[config.mk]
export PLATFORM = sky130hd
export DESIGN_NAME = backslash_escape_decoder_unit
export DESIGN_NICKNAME = d
export VERILOG_FILES = /design/src/design/bsed_pkg.sv /design/src/design/bsed_datapath.sv /design/src/design/bsed_controller.sv /design/src/design/backslash_escape_decoder_unit.sv
export VERILOG_INCLUDE_DIRS = /design/src /design/src/design
export SDC_FILE = /design/constraint.sdc
export NUM_CORES = 1
export LEC_CHECK = 0
export ABC_AREA = 1
export BUFFER_PORTS_ARGS = -buffer_cell sky130_fd_sc_hd__buf_2
export CAP_MARGIN = 15
export CELL_PAD_IN_SITES_DETAIL_PLACEMENT = 0
export CELL_PAD_IN_SITES_GLOBAL_PLACEMENT = 2
export CORE_ASPECT_RATIO = 1.2
export CORE_UTILIZATION = 34
export DETAILED_ROUTE_END_ITERATION = 12
export PLACE_DENSITY = 0.78
export SKIP_CTS_REPAIR_TIMING = 1
export SLEW_MARGIN = 20
export SYNTH_ARGS = -nofsm -noshare
export SYNTH_HDL_FRONTEND = slang
export SYNTH_HIERARCHICAL = 1
export SYNTH_SLANG_ARGS = --single-unit
[constraint.sdc]
create_clock -name clock -period 6.6 [get_ports clock]
set_clock_uncertainty 0.1 [all_clocks]
set_input_delay 0.33 -clock clock [delete_from_list [all_inputs] [get_ports clock]]
set_output_delay 0.33 -clock clock [all_outputs]
set_load 0.02 [all_outputs]
[src/design/backslash_escape_decoder_unit_macros.svh]
// Assertion macros of the backslash escape decoder, used by its datapath.
// No dependencies; included by the files that carry concurrent assertions.
`ifndef BACKSLASH_ESCAPE_DECODER_UNIT_MACROS_SVH
`define BACKSLASH_ESCAPE_DECODER_UNIT_MACROS_SVH
`ifndef ASSERT_OFF
// Same-cycle implication, disabled during reset.
`define BSED_ASSERT_IMPLY(label, clk, rst, lhs, rhs) \
   label: assert property (@(posedge clk) disable iff (rst) (lhs) |-> (rhs)) \
      else $error("assertion violated");
// Next-cycle implication, disabled during reset.
`define BSED_ASSERT_NEXT(label, clk, rst, lhs, rhs) \
   label: assert property (@(posedge clk) disable iff (rst) (lhs) |=> (rhs)) \
      else $error("assertion violated");
`else
`define BSED_ASSERT_IMPLY(label, clk, rst, lhs, rhs)
`define BSED_ASSERT_NEXT(label, clk, rst, lhs, rhs)
`endif
`endif

[src/design/bsed_pkg.sv]
// Shared types and constants of the backslash escape decoder.
// No dependencies; imported by the controller, the datapath and the top level.
package bsed_pkg;

   // Window geometry.
   localparam int WIN_DEPTH = 6;
   localparam int CNT_W     = 3;

   // Character codes used by the escape parser.
   localparam logic [7:0] CH_BACKSLASH = 8'h5C;
   localparam logic [7:0] CH_SQUOTE    = 8'h27;
   localparam logic [7:0] CH_DQUOTE    = 8'h22;
   localparam logic [7:0] CH_X         = 8'h78;
   localparam logic [7:0] CH_U         = 8'h75;

   // Controller states, one-hot.
   typedef enum logic [1:0] {
      ST_IDLE = 2'b01,
      ST_SCAN = 2'b10
   } state_type;

   // Commands from the controller to the datapath.
   typedef struct packed {
      logic append;   // write the accepted request byte into the window
      logic emit;     // load the selected decoded byte into the output register
      logic advance;  // move to the next byte of the current resolution
      logic shift;    // drop the consumed bytes from the window head
   } cmd_type;

   // Status from the datapath to the controller.
   typedef struct packed {
      logic       stall;       // window empty or escape needs more bytes
      logic [1:0] num;         // decoded bytes of the current resolution
      logic       idx_last;    // selected byte is the last one of the resolution
      logic       rest_empty;  // window is empty once this resolution is consumed
      logic       out_free;    // output register can take a byte this cycle
   } status_type;

endpackage

[src/design/bsed_datapath.sv]
// Datapath of the backslash escape decoder: window, escape parser and output register.
// Depends on bsed_pkg and the assertion macros header.
`include "backslash_escape_decoder_unit_macros.svh"

module bsed_datapath (
   input  logic                 clock,
   input  logic                 reset,
   input  bsed_pkg::cmd_type    cmd,
   output bsed_pkg::status_type status,
   input  logic [7:0]           req_tdata,
   input  logic                 req_tlast,
   input  logic                 csr_write,
   input  logic                 csr_data,
   output logic                 rsp_tvalid,
   input  logic                 rsp_tready,
   output logic [7:0]           rsp_tdata,
   output logic                 rsp_tlast
);
   import bsed_pkg::*;

   logic [7:0]       window_ff [WIN_DEPTH];
   logic [7:0]       window_in [WIN_DEPTH];
   logic [CNT_W-1:0] count_ff, count_in;
   logic             fin_ff, fin_in;
   logic             dq_ff, dq_in;
   logic [1:0]       idx_ff, idx_in;
   logic             rsp_valid_ff, rsp_valid_in;
   logic [7:0]       rsp_data_ff, rsp_data_in;
   logic             rsp_last_ff, rsp_last_in;

   logic             res_ok;
   logic [2:0]       res_k;
   logic [1:0]       res_num;
   logic [7:0]       res_b [3];

   logic [7:0]       w0, w1, w2, w3;
   logic [7:0]       d1, d2, d3;
   logic [15:0]      h2, h3, h4, h5, uval;
   logic             dig2, dig3;
   logic [1:0]       kd;
   logic             named_ok;
   logic [7:0]       named_val;
   logic             out_free;
   logic             idx_last;
   logic             rest_empty;

   function automatic logic is_dec(input logic [7:0] c);
      return (c >= 8'h30) && (c <= 8'h39);
   endfunction

   function automatic logic is_hex(input logic [7:0] c);
      return is_dec(c) || ((c >= 8'h41) && (c <= 8'h46)) || ((c >= 8'h61) && (c <= 8'h66));
   endfunction

   // Digit value kept to 16 bits; letters outside a-f wrap like the unsigned original.
   function automatic logic [15:0] hex_val16(input logic [7:0] c);
      logic [15:0] l;
      l = {8'h00, c};
      if (is_dec(c)) begin
         return l - 16'h0030;
      end
      if ((c >= 8'h41) && (c <= 8'h5A)) begin
         l = l + 16'h0020;
      end
      return l - 16'h0057;
   endfunction

   assign w0 = window_ff[0];
   assign w1 = window_ff[1];
   assign w2 = window_ff[2];
   assign w3 = window_ff[3];
   assign d1 = w1 - 8'h30;
   assign d2 = w2 - 8'h30;
   assign d3 = w3 - 8'h30;
   assign h2 = hex_val16(w2);
   assign h3 = hex_val16(w3);
   assign h4 = hex_val16(window_ff[4]);
   assign h5 = hex_val16(window_ff[5]);
   assign uval = (h2 << 12) + (h3 << 8) + (h4 << 4) + h5;

   // Decimal digits following the backslash and its first digit.
   assign dig2 = (count_ff > 3'd2) && is_dec(w2);
   assign dig3 = dig2 && (count_ff > 3'd3) && is_dec(w3);
   assign kd   = dig3 ? 2'd3 : (dig2 ? 2'd2 : 2'd1);

   // Named escapes.
   always_comb begin
      named_ok  = 1'b1;
      named_val = 8'h00;
      case (w1)
         8'h61:        named_val = 8'd7;
         8'h62:        named_val = 8'd8;
         8'h65:        named_val = 8'd27;
         8'h66:        named_val = 8'd12;
         8'h6E:        named_val = 8'd10;
         8'h72:        named_val = 8'd13;
         8'h73:        named_val = 8'd32;
         8'h74:        named_val = 8'd9;
         8'h76:        named_val = 8'd11;
         CH_DQUOTE:    named_val = 8'd34;
         CH_SQUOTE:    named_val = 8'd39;
         CH_BACKSLASH: named_val = 8'd92;
         default:      named_ok  = 1'b0;
      endcase
   end

   // Resolve the head of the window: bytes consumed and bytes released.
   always_comb begin
      res_ok   = 1'b1;
      res_k    = 3'd1;
      res_num  = 2'd0;
      res_b[0] = w0;
      res_b[1] = 8'h00;
      res_b[2] = 8'h00;
      if (count_ff == '0) begin
         res_ok = 1'b0;
      end else if (w0 != CH_BACKSLASH) begin
         res_num = 2'd1;
      end else if (count_ff < 3'd2) begin
         res_ok  = fin_ff;
         res_num = 2'd1;
      end else if (!dq_ff) begin
         res_num = 2'd1;
         if ((w1 == CH_SQUOTE) || (w1 == CH_BACKSLASH)) begin
            res_k    = 3'd2;
            res_b[0] = w1;
         end
      end else if (is_dec(w1)) begin
         res_num = 2'd1;
         res_k   = {1'b0, kd} + 3'd1;
         if ((kd != 2'd3) && (({1'b0, kd} + 3'd1) >= count_ff) && !fin_ff) begin
            res_ok = 1'b0;
         end
         case (kd)
            2'd1:    res_b[0] = d1;
            2'd2:    res_b[0] = 8'((d1 << 3) + d2);
            default: res_b[0] = 8'((d1 << 6) + (d2 << 3) + d3);
         endcase
      end else if (w1 == CH_X) begin
         if (count_ff >= 3'd4) begin
            res_num = 2'd1;
            if (is_hex(w3)) begin
               res_k    = 3'd4;
               res_b[0] = 8'((h2 << 4) + h3);
            end else begin
               res_k    = 3'd3;
               res_b[0] = h2[7:0];
            end
         end else begin
            res_ok = fin_ff;
         end
      end else if (w1 == CH_U) begin
         if (count_ff >= 3'd6) begin
            res_k = 3'd6;
            if (uval <= 16'h007F) begin
               res_num  = 2'd1;
               res_b[0] = uval[7:0];
            end else if (uval <= 16'h07FF) begin
               res_num  = 2'd2;
               res_b[0] = {3'b110, uval[10:6]};
               res_b[1] = {2'b10, uval[5:0]};
            end else begin
               res_num  = 2'd3;
               res_b[0] = {4'b1110, uval[15:12]};
               res_b[1] = {2'b10, uval[11:6]};
               res_b[2] = {2'b10, uval[5:0]};
            end
         end else begin
            res_ok = fin_ff;
         end
      end else if (named_ok) begin
         res_num  = 2'd1;
         res_k    = 3'd2;
         res_b[0] = named_val;
      end
   end

   // Status toward the controller.
   assign out_free   = !rsp_valid_ff || rsp_tready;
   assign idx_last   = (idx_ff == 2'(res_num - 2'd1));
   assign rest_empty = (count_ff == res_k);
   assign status.stall      = !res_ok;
   assign status.num        = res_num;
   assign status.idx_last   = idx_last;
   assign status.rest_empty = rest_empty;
   assign status.out_free   = out_free;

   // Window update: append a request byte or drop the consumed head.
   always_comb begin
      window_in = window_ff;
      count_in  = count_ff;
      fin_in    = fin_ff;
      if (cmd.append) begin
         window_in[count_ff] = req_tdata;
         count_in            = count_ff + 3'd1;
         fin_in              = req_tlast;
      end else if (cmd.shift) begin
         for (int i = 0; i < WIN_DEPTH; i++) begin
            for (int s = 1; s <= WIN_DEPTH; s++) begin
               if ((res_k == 3'(s)) && (i + s < WIN_DEPTH)) begin
                  window_in[i] = window_ff[(i + s) % WIN_DEPTH];
               end
            end
         end
         count_in = count_ff - res_k;
      end
   end

   // Byte index within the current resolution.
   always_comb begin
      idx_in = idx_ff;
      if (cmd.shift) begin
         idx_in = 2'd0;
      end else if (cmd.advance) begin
         idx_in = idx_ff + 2'd1;
      end
   end

   // Output register, also holding a finished byte while the next request enters.
   always_comb begin
      rsp_valid_in = rsp_valid_ff && !rsp_tready;
      rsp_data_in  = rsp_data_ff;
      rsp_last_in  = rsp_last_ff;
      if (cmd.emit) begin
         rsp_valid_in = 1'b1;
         rsp_data_in  = res_b[idx_ff];
         rsp_last_in  = fin_ff && idx_last && rest_empty;
      end
   end

   // Mode register.
   assign dq_in = csr_write ? csr_data : dq_ff;

   always_ff @(posedge clock) begin
      window_ff   <= window_in;
      fin_ff      <= fin_in;
      rsp_data_ff <= rsp_data_in;
      rsp_last_ff <= rsp_last_in;
      if (reset) begin
         count_ff     <= '0;
         idx_ff       <= 2'd0;
         rsp_valid_ff <= 1'b0;
         dq_ff        <= 1'b1;
      end else begin
         count_ff     <= count_in;
         idx_ff       <= idx_in;
         rsp_valid_ff <= rsp_valid_in;
         dq_ff        <= dq_in;
      end
   end

   assign rsp_tvalid = rsp_valid_ff;
   assign rsp_tdata  = rsp_data_ff;
   assign rsp_tlast  = rsp_last_ff;

   // Consistency checks.
   `BSED_ASSERT_IMPLY(a_count_range, clock, reset, 1'b1, count_ff <= 3'(WIN_DEPTH))
   `BSED_ASSERT_IMPLY(a_append_room, clock, reset, cmd.append, count_ff < 3'(WIN_DEPTH))
   `BSED_ASSERT_IMPLY(a_emit_free, clock, reset, cmd.emit, out_free)
   `BSED_ASSERT_NEXT(a_drain_empty, clock, reset, cmd.shift && rest_empty, count_ff == '0)

endmodule

[src/design/bsed_controller.sv]
// Controller of the backslash escape decoder: accepts requests and sequences resolutions.
// Depends on bsed_pkg.
module bsed_controller (
   input  logic                 clock,
   input  logic                 reset,
   input  logic                 req_tvalid,
   output logic                 req_tready,
   input  bsed_pkg::status_type status,
   output bsed_pkg::cmd_type    cmd
);
   import bsed_pkg::*;

   state_type state_ff, state_in;

   // Next state and commands.
   always_comb begin
      state_in    = state_ff;
      cmd         = '0;
      req_tready  = 1'b0;
      case (state_ff)
         ST_IDLE: begin
            req_tready = 1'b1;
            if (req_tvalid) begin
               cmd.append = 1'b1;
               state_in   = ST_SCAN;
            end
         end
         ST_SCAN: begin
            if (status.stall) begin
               state_in = ST_IDLE;
            end else if (status.num == 2'd0) begin
               // Dropped backslash: consume without output.
               cmd.shift = 1'b1;
               if (status.rest_empty) begin
                  state_in = ST_IDLE;
               end
            end else if (status.out_free) begin
               cmd.emit = 1'b1;
               if (status.idx_last) begin
                  cmd.shift = 1'b1;
                  if (status.rest_empty) begin
                     state_in = ST_IDLE;
                  end
               end else begin
                  cmd.advance = 1'b1;
               end
            end
         end
         default: begin
            state_in = ST_IDLE;
         end
      endcase
   end

   always_ff @(posedge clock) begin
      if (reset) begin
         state_ff <= ST_IDLE;
      end else begin
         state_ff <= state_in;
      end
   end

endmodule

[src/design/backslash_escape_decoder_unit.sv]
// A request is written into the window in the idle state; in the scan state that follows,
// its first output byte is loaded into the output register once that register is free.
// A plain byte is appended, then emitted. A byte that an escape holds is appended, then the
// scan finds the escape open. A resolution takes one cycle per output byte while the
// one-byte output register is free, and emits nothing when it only drops a backslash. Reset
// (synchronous, active high) empties the window and the output register and selects double-quote mode.
module backslash_escape_decoder_unit (
   input  logic       clock,
   input  logic       reset,
   input  logic       req_tvalid,
   output logic       req_tready,
   input  logic [7:0] req_tdata,   // [7:0] in_byte
   input  logic       req_tlast,   // in_last
   output logic       rsp_tvalid,
   input  logic       rsp_tready,
   output logic [7:0] rsp_tdata,   // [7:0] out_byte
   output logic       rsp_tlast,   // out_last
   input  logic       csr_valid,
   output logic       csr_ready,
   input  logic       csr_data     // double_quote_mode
);
   import bsed_pkg::*;

   cmd_type    cmd;
   status_type status;

   // The mode register takes a write in any cycle.
   assign csr_ready = 1'b1;

   bsed_controller u_ctrl (
      .clock      (clock),
      .reset      (reset),
      .req_tvalid (req_tvalid),
      .req_tready (req_tready),
      .status     (status),
      .cmd        (cmd)
   );

   bsed_datapath u_dp (
      .clock      (clock),
      .reset      (reset),
      .cmd        (cmd),
      .status     (status),
      .req_tdata  (req_tdata),
      .req_tlast  (req_tlast),
      .csr_write  (csr_valid),
      .csr_data   (csr_data),
      .rsp_tvalid (rsp_tvalid),
      .rsp_tready (rsp_tready),
      .rsp_tdata  (rsp_tdata),
      .rsp_tlast  (rsp_tlast)
   );

endmodule

==> run metrics, run 1 <==
drt first pass iters 6; Tcrit/Tclk final 95.2%; I/O pin cnt 27; clock root buffer master clkbuf_16; Synth Instances between 1000 and 1500; ys async rst share 0%; Slew headroom between 30% and 40%; number of port buffers 25; fin util 41.9%; reg-to-reg endpoint u_dp/w3[1]; Worst Tran Pin Value a little under 1000 ps; n_diodes 0; Psw approximately 650 uW; Initial Util about a third; CTS Buf Count 9; Tot Pwr 1.71 mW; Cell variety after synth 61; die area 0.0261 mm^2; CORE AREA 0.0248 mm^2; max frequency 0.159 GHz; initial antenna violation count 0; Yosys warning count 6; crit-path max FO 8; status completed; clock power share 29.1%; clk_lat worst skew around 350 ps; max incr delay on CP ~510 ps; Synth top area share between 20 and 25%; Synth Area per Inst 7.05 um^2; die width ~150 um; flop-to-flop setup slack 310 ps; net count after synthesis approximately 1300; Logic pwr share 41.0%; via count 8822; filler cell count ~2600; nets between 1000 and 1500; slowest CP cell edfxtp_1; reg2reg start u_dp/window_ff[4]; Post-Syn Area roughly 0.0087 mm^2; Hold Vio Cnt, Final 0; Setup CP Type reg2reg; post-route ant nets 0; multi-input logic area roughly 0.006 mm^2; routed vias/inst between 5 and 6; area leader, netlist edfxtp_1; peak supply drop between 0.1 and 0.15 mV; hold depth 1; Synth Flop Type edfxtp_1; register share of total power 29.9%; fin crit period around 6300 ps; leakage power approximately 4.8 nW; CTS clk-pin slew, worst paths around 60 ps; H-tree Lvls 3; number of synthesized flops with an enable pin 58; sequential share of the synthesized area 22.2%; crit path launch type flip-flop; share of layout cells above drive strength 1 23.2%; setup TNS 0 ps; Slew Viols, Final 0; hold endpoint u_dp/fin_ff; drt drc 0; Top cell by count, worst path inv_2; PwrDens 165 mW/mm^2; Detailed Route WL approximately 32000 um; Sw Ratio between 30% and 40%; FF+latch area slightly below 0.002 mm^2; maxcap violations 0; worst path arrival time between 6000 and 7000 ps; RePlAce Congestion about 0.91; starting DRC count in detailed routing 572; HP Class in2reg; row cnt between 60 and 70; Req. time, crit path 6560 ps; Die H approximately 180 um; cell-internal power approximately 1.1 mW; synthesis-to-finish area growth 20.1%; first-pass GRT wire length a little under 50000 um; Finish-stage setup viols 0; number of global-route vias before repair 8424; Clock Path Buffers 2; total gr overflow 0; wire per inst ~19 um; CTS tree built; r2r worst-path depth between 40 and 50; Worst setup EP type flip-flop; Hold Startpoint req_tlast; Overall Global Routing Usage between 20% and 30%; Clock Sinks 67; Seq cells post-synth 67; DP Wirelength 26800 um; pin count of the biggest net entering global routing 43; Synth area leaders edfxtp_1 (20%), ha_1 (12%), nand2_1 (9.8%), inv_1 (8.0%), a21oi_1 (5.4%)
## logic make-up after synthesis
family,after synthesis,synth area share [%]
flip-flops,67,22.2
adder cells (fa/ha/maj),101,16.0
AND/OR/NAND/NOR,475,26.0
AO/OA/AOI/OAI,304,20.7
buffers and inverters,238,10.9
other,1,0.0433
XOR/XNOR,42,4.25
## metrics by stage
step	hold slack (ps)	instances	worst slack (ps)	cell area, um^2
6_report	69.2	1672	314	10400
4_1_cts	66.6	1649	-102	9970
3_3_place_gp	399	1633	13.0	9670
3_5_place_dp	415	1633	-63.0	9670
2_1_floorplan	292	1228	109	8660
5_1_grt	61.0	1672	-76.2	10400
## registers in the layout (all words and copies together), names as in the netlist
signal and count:
u_ctrl/state_ff 2, u_dp/count_ff 3, u_dp/dq_ff 1, u_dp/fin_ff 1
u_dp/idx_ff 2, u_dp/rsp_tdata 8, u_dp/rsp_tlast 1, u_dp/rsp_tvalid 1
u_dp/w0 8, u_dp/w1 8, u_dp/w2 8, u_dp/w3 8
u_dp/window_ff 16
## cell type report
type                    count  share of cell area (%)
flip-flops and latches     67                    18.5
repair buffers            133                    9.06
inverters                 208                    7.53
clock buffers               9                    2.16
clock inverters             7                   0.733
multi-input cells         923                    58.1
well taps                 325                    3.91
## critical path, delay by kind of cell, from the launching register on
kind | cells | cell delay (ps)
fa+ha+maj | 4 | 1200
xor+xnor | 1 | 200
buf+inv | 10 | 740
flops | 1 | 510
simple gates | 21 | 2240
compound gates | 8 | 990
## per-layer routing
| layer | up-vias | GRT usage (%) | share of wire, % |
|---|---|---|---|
| met2 | 298 | 42.5 | 48 |
| met5 | - | 0 | 0 |
| met3 | 67 | 3.04 | 5.4 |
| met1 | 4084 | 31.5 | 42 |
| li1 | 4373 | - | - |
| met4 | 0 | 12.8 | 4.7 |
## power by group through the flow
stage / Combinational, mW / Clock (mW) / Sequential [mW]
6_report: 0.703 / 0.499 / 0.512
3_5_place_dp: 0.622 / 0 / 0.520
2_1_floorplan: 0.411 / 0 / 0.512
3_3_place_gp: 0.623 / 0 / 0.520
4_1_cts: 0.625 / 0.504 / 0.511
5_1_grt: 0.782 / 0.522 / 0.514
## worst max-delay path by stage
| stage | from | endpoint |
|---|---|---|
| after floorplan | u_dp/window_ff[13] | u_dp/w0[0] |
| final | u_dp/window_ff[4] | u_dp/w3[1] |
| after global placement | u_dp/w2[1] | u_dp/w3[5] |
| after detailed placement | u_dp/window_ff[12] | u_dp/w3[4] |
| after global routing | u_dp/window_ff[4] | u_dp/w3[4] |
| after CTS | u_dp/window_ff[12] | u_dp/w3[4] |
## Yosys cell counts, types with 4 or more instances
cell        n
nand2_1   227
inv_1     185
a21oi_1    94
o21ai_0    87
ha_1       85
nor2_1     82
nand3_1    59
edfxtp_1   58
xor2_1     34
o22ai_1    33
nand2_2    25
inv_2      21
o21ai_1    20
fa_1       16
nor3_1     13
nand4_1    12
clkbuf_1   11
nand3_2    11
o211ai_1   10
o221ai_1   10
a22oi_1     9
a31oi_1     9
dfxtp_1     9
a221oi_1    8
buf_4       8
nor2_2      8
xnor2_1     8
buf_2       7
or2_2       6
a211oi_1    5
nor3_2      5
nor4_1      5
o21bai_1    4
## placed cells by master (no fill, tap or decap), drive strengths merged, types with 6 or more instances in the layout
master	Yosys	routed
clkinv	2	6
xor2	34	34
nand2	255	255
fa	16	16
clkbuf	11	9
or2	7	7
nor3	18	18
a21oi	95	95
nand4	13	13
o21ai	110	110
nor2	94	94
ha	85	85
dfxtp	9	9
a31oi	9	9
xnor2	8	8
a22oi	9	9
edfxtp	58	58
o22ai	34	34
o221ai	11	11
a221oi	8	8
buf	19	133
inv	206	207
o211ai	10	10
nand3	71	71
Note: power is estimated with default switching activity, not from simulation.
==> run 2: changes to the inputs <==
clock period = 5.3 ns   (was 6.6 ns; I/O delays follow)
==> run 2 against run 1 <==
  * Critical endpoint is now u_dp/window_ff[8]
  * Core utilization increased by 5.3 points
  * Cell area up 13%
  * Largest power group unchanged
  * Count of clock-buffer cells in the layout increased by 1
  * Clock power is 31% higher
  * The run now ends with negative setup slack left
  * Fmax grew 3.5%
  * Highest routed layer unchanged
  * Critical path depth decreased by 2
  * Combinational power grew 47%
  * Non-clock buffer count up 130
  * Final cell count is 7.8% higher
  * Hold slack worse by 64 ps
  * Via count rose by 6.9%
==> run metrics, run 2 (synthesis gave the netlist of run 1 again) <==
status finished, violations left; failing checks negative setup slack; max frequency 0.165 GHz (+3.5%); max incr delay on CP 500 ps (about the same); Die H 177 um (unchanged); Tcrit/Tclk final 115% (+19 points); Slew headroom 38.2% (+3.4 points); slowest CP cell fa_1; clock root buffer master clkbuf_16; Psw 834 uW (+29%); fin crit period 6070 ps (-211 ps); flop-to-flop setup slack -770 ps (-1090 ps); Setup CP Type reg2reg; crit path launch type flip-flop; max FFs per register 16 (unchanged); Slew Viols, Final 0 (unchanged); CTS Buf Count 9 (unchanged); I/O pin cnt 27 (unchanged); Hold Vio Cnt, Final 0 (unchanged); Initial Util 34.9% (unchanged); number of global-route vias before repair 8988 (+6.7%); Biggest register u_dp/window_ff; crit-path max FO 8 (unchanged); routed vias/inst 5.23 (-0.81%); starting DRC count in detailed routing 763 (+33%); wire per inst 19.0 um (-1.9%); share of layout cells above drive strength 1 33.0% (+9.8 points); Clock Path Buffers 2 (unchanged); Req. time, crit path 5250 ps (-1310 ps); worst path arrival time 6030 ps (-220 ps); Hold Startpoint req_tlast; most common cell after layout, fill and taps aside buf_4; met1 usage 33.1% (+1.6 points); Worst Tran Pin Value 924 ps (-50.2 ps); peak supply drop 0.148 mV (+15%); reg2reg start u_dp/window_ff[12]; hold depth 1 (unchanged); dpl cells 1760 (+7.8%); register share of total power 27.5% (-2.4 points); Logic pwr share 44.4% (+3.4 points); pin count of the biggest net entering global routing 43 (unchanged); die width 148 um (unchanged); Top cell by count, worst path inv_2; drt first pass iters 5 (-1); maxcap violations 0 (unchanged); nets 1588 (+8.9%); Overall Global Routing Usage 26.7% (+1.5 points); n_diodes 0 (unchanged); CORE AREA 0.0248 mm^2 (unchanged); row cnt 63 (unchanged); hold endpoint u_dp/fin_ff; post-layout worst setup margin -775 ps (-1090 ps); clock power share 28.1% (-1.0 points); Detailed Route WL 34300 um (+5.8%); H-tree Lvls 3 (unchanged); RePlAce Congestion 1.02 (+11%); Tot Pwr 2.32 mW (+35%); leakage power 5.53 nW (+14%); CP delay by family, top simple AND/OR/NAND/NOR gates; first-pass GRT wire length 52200 um (+6.6%); HP Class in2reg; CTS tree built; Finish-stage setup viols 64 (+64); RSZ-0062 raised after global routing yes; Worst setup EP type flip-flop; die area 0.0261 mm^2 (unchanged); post-route ant nets 0 (unchanged); initial antenna violation count 0 (unchanged); reg-to-reg endpoint u_dp/window_ff[8]; DP Wirelength 28600 um (+6.7%); CTS clk-pin slew, worst paths 60 ps (about the same); synthesis-to-finish area growth 35.3%; Sw Ratio 35.9% (-1.7 points); clk_lat worst skew 340 ps (about the same); commonest cells after routing, fill and taps aside buf_4 (229), nand2_1 (204), inv_1 (156); drt drc 0 (unchanged); via count 9431 (+6.9%); GR Util met2 46.5% (+4.0 points); Clock Sinks 67 (unchanged); Top Usage Layer GRT met2; number of port buffers 25 (unchanged); r2r worst-path depth 42 (-4.5%); WP buf/inv 9 (-1); fin util 47.2% (+5.3 points); total gr overflow 0 (unchanged); met3 Usage GRT 2.73% (-0.31 points); Finished Layout Cells 1802 (+7.8%); PwrDens 198 mW/mm^2 (+20%); cell-internal power 1.49 mW (+39%); filler cell count 2555 (-1.1%)
-- run 2: worst register-to-register path, delay by kind of cell, from the launching register on --
kind	cells	cell delay, ps
flops	1	410
buf+inv	9	860
compound gates	5	880
simple gates	24	2270
fa+ha+maj	4	1270
-- run 2: power by group through the flow --
stage	sequential [mW]	clock [mW]	combinational, mW
3_3_place_gp	0.648	0	0.944
5_1_grt	0.639	0.684	1.14
3_5_place_dp	0.647	0	0.947
2_1_floorplan	0.638	0	0.572
6_report	0.637	0.652	1.03
4_1_cts	0.636	0.664	0.951
-- run 2: routing by layer --
layer	vias up	share of wire [%]	wire, um
met3	77	4.9	1670
met4	0	4.4	1520
li1	4636	-	-
met1	4397	42	14400
met5	-	0	0
met2	321	49	16700
-- run 2: layout make-up --
cell class / count / area (um^2) / area share (%)
multi-input cells: 923 / 6310 / 53.9
repair buffers: 263 / 1970 / 16.8
flip-flops and latches: 67 / 1920 / 16.4
inverters: 208 / 791 / 6.75
well taps: 325 / 407 / 3.47
clock buffers: 10 / 229 / 1.95
clock inverters: 6 / 87.6 / 0.747
-- run 2: per-stage QoR --
step	setup TNS (ps)	hold slack (ps)	cell area, um^2	worst slack (ps)
2_1_floorplan	-20120	227	8900	-615
3_3_place_gp	-40680	348	10900	-865
3_5_place_dp	-44380	354	10900	-933
4_1_cts	-45960	-2.56	11200	-960
5_1_grt	-57350	3.24	11700	-1130
6_report	-33650	5.41	11700	-775
-- run 2: how the worst max path moves through the flow --
stage / startpoint / endpoint / slack, ps / cells past startpoint
detailed placement: u_dp/w3[0] / u_dp/w3[7] / -930 / 45
CTS: u_dp/w3[0] / u_dp/w3[1] / -960 / 45
finish: u_dp/window_ff[12] / u_dp/window_ff[8] / -770 / 42
global placement: u_dp/w3[0] / u_dp/w3[5] / -860 / 45
floorplan: u_dp/window_ff[13] / u_dp/w3[0] / -620 / 43
global route: u_dp/window_ff[8] / u_dp/window_ff[8] / -1130 / 41
==> run 3: changes to the inputs <==
PLACE_DENSITY = 0.75   (was 0.78)
==> run 3 against run 2 <==
  * The run still ends with negative setup slack left
  * Core utilization rose by 0.52 points
  * Fmax is 0.28% higher
  * Count of clock-buffer cells in the layout unchanged
  * Via count is 0.35% lower
  * Combinational power rose by 4%
==> run metrics, run 3 (synthesis gave the netlist of run 1 again) <==
Finished Layout Cells 1805 (+0.17%); Tot Pwr 2.31 mW (-0.47%); initial antenna violation count 0 (unchanged); maxcap violations 0 (unchanged); wire per inst 19.4 um (+1.9%); Detailed Route WL 35000 um (+2.1%); Worst Tran Pin Value 753 ps (-170 ps); post-route ant nets 0 (unchanged); share of layout cells above drive strength 1 34.8% (+1.8 points); Hold Vio Cnt, Final 0 (unchanged); H-tree Lvls 3 (unchanged); WP buf/inv 11 (+2); Worst setup EP type flip-flop; Initial Util 34.9% (unchanged); dpl cells 1757 (-0.17%); Overall Global Routing Usage 27.0% (+0.33 points); routed vias/inst 5.21 (-0.52%); worst path arrival time 6020 ps (about the same); CTS clk-pin slew, worst paths 60 ps (about the same); crit-path max FO 8 (unchanged); status finished, violations left; fin crit period 6060 ps (-17.2 ps); leakage power 5.57 nW (+0.71%); Clock Sinks 67 (unchanged); RSZ-0062 raised after global routing yes; row cnt 63 (unchanged); synthesis-to-finish area growth 36.8%; Slew headroom 49.2% (+11 points); starting DRC count in detailed routing 757 (-0.79%); number of global-route vias before repair 9080 (+1.0%); CTS tree built; number of port buffers 25 (unchanged); slowest CP cell fa_2; HP Class in2reg; CORE AREA 0.0248 mm^2 (unchanged); fin util 47.7% (+0.52 points); post-layout worst setup margin -758 ps (+17.2 ps); most common cell after layout, fill and taps aside buf_4; clock root buffer master clkbuf_16; Tcrit/Tclk final 114% (-0.33 points); commonest cells after routing, fill and taps aside buf_4 (229), nand2_1 (190), inv_1 (157); max FFs per register 16 (unchanged); max frequency 0.165 GHz (+0.28%); drt first pass iters 6 (+1); max incr delay on CP 530 ps (+30 ps); die area 0.0261 mm^2 (unchanged); drt drc 0 (unchanged); Top cell by count, worst path nand2_2; Biggest register u_dp/window_ff; RePlAce Congestion 1.00 (-1.5%); Setup CP Type reg2reg; via count 9398 (-0.35%); Die H 177 um (unchanged); Clock Path Buffers 2 (unchanged); DP Area 0.0109 mm^2 (-0.32%); failing checks negative setup slack; nets 1591 (+0.19%); Slew Viols, Final 0 (unchanged); CP delay by family, top simple AND/OR/NAND/NOR gates; CTS Buf Count 9 (unchanged); Req. time, crit path 5260 ps (about the same); clk_lat worst skew 340 ps (about the same); Finish-stage setup viols 65 (+1.6%); first-pass GRT wire length 52800 um (+1.0%); PwrDens 195 mW/mm^2 (-1.6%); die width 148 um (unchanged); I/O pin cnt 27 (unchanged); Finished Cell Area 0.0118 mm^2 (+1.1%); peak supply drop 0.156 mV (+5.6%); pin count of the biggest net entering global routing 42 (-2.3%); DP Wirelength 29000 um (+1.3%); total gr overflow 0 (unchanged); n_diodes 0 (unchanged); crit path launch type flip-flop
run 3: cell count changes in the layout (fill, tap and decap cells not counted), moves of 7 or more:
cell     delta
nand2_1    -14
nand2_2    +13
a21oi_1     -7
a21oi_2     +7
run 3: layer usage:
layer	up-vias	share of wire, %	GRT usage (%)
met1	4410	42	33.5
li1	4642	-	-
met2	278	50	47.5
met4	0	3.8	10.7
met3	68	4.6	3.12
met5	-	0	0
run 3: through the flow:
step / hold WS (ps) / worst slack (ps) / setup TNS [ps]
2_1_floorplan: 227 / -615 / -20120
3_5_place_dp: 353 / -900 / -42720
6_report: 9.98 / -758 / -35600
5_1_grt: 3.17 / -1130 / -59970
4_1_cts: 3.88 / -920 / -43470
3_3_place_gp: 348 / -786 / -34270
run 3: cell type report:
class	count	area, um^2
fillers	2528	13000
inverters	208	795
well taps	325	407
flip-flops and latches	67	1920
repair buffers	266	2000
clock buffers	10	229
multi-input cells	923	6430
clock inverters	6	65.1
run 3: worst reg2reg max path: cells and delay by family, from the launching register on:
kind	cells	cell delay, ps
flip-flops	1	460
adder cells (fa/ha/maj)	4	1340
buffers and inverters	11	1030
AO/OA/AOI/OAI	5	510
XOR/XNOR	1	120
AND/OR/NAND/NOR	24	2230
run 3: worst paths after layout:
kind,slack [ps],end,startpoint,depth (start not counted)
worst max-delay path,-760,u_dp/w3[2],u_dp/window_ff[8],45
worst min-delay path,10,u_dp/fin_ff,req_tlast,1
worst max register to register,-760,u_dp/w3[2],u_dp/window_ff[8],45
worst min register to register,440,u_dp/idx_ff[0],u_dp/idx_ff[0],1
run 3: power breakdown:
group	switching, mW	internal (mW)	leakage (nW)
clock network	0.241	0.364	0.133
logic	0.582	0.484	4.82
registers	0.0337	0.605	0.614
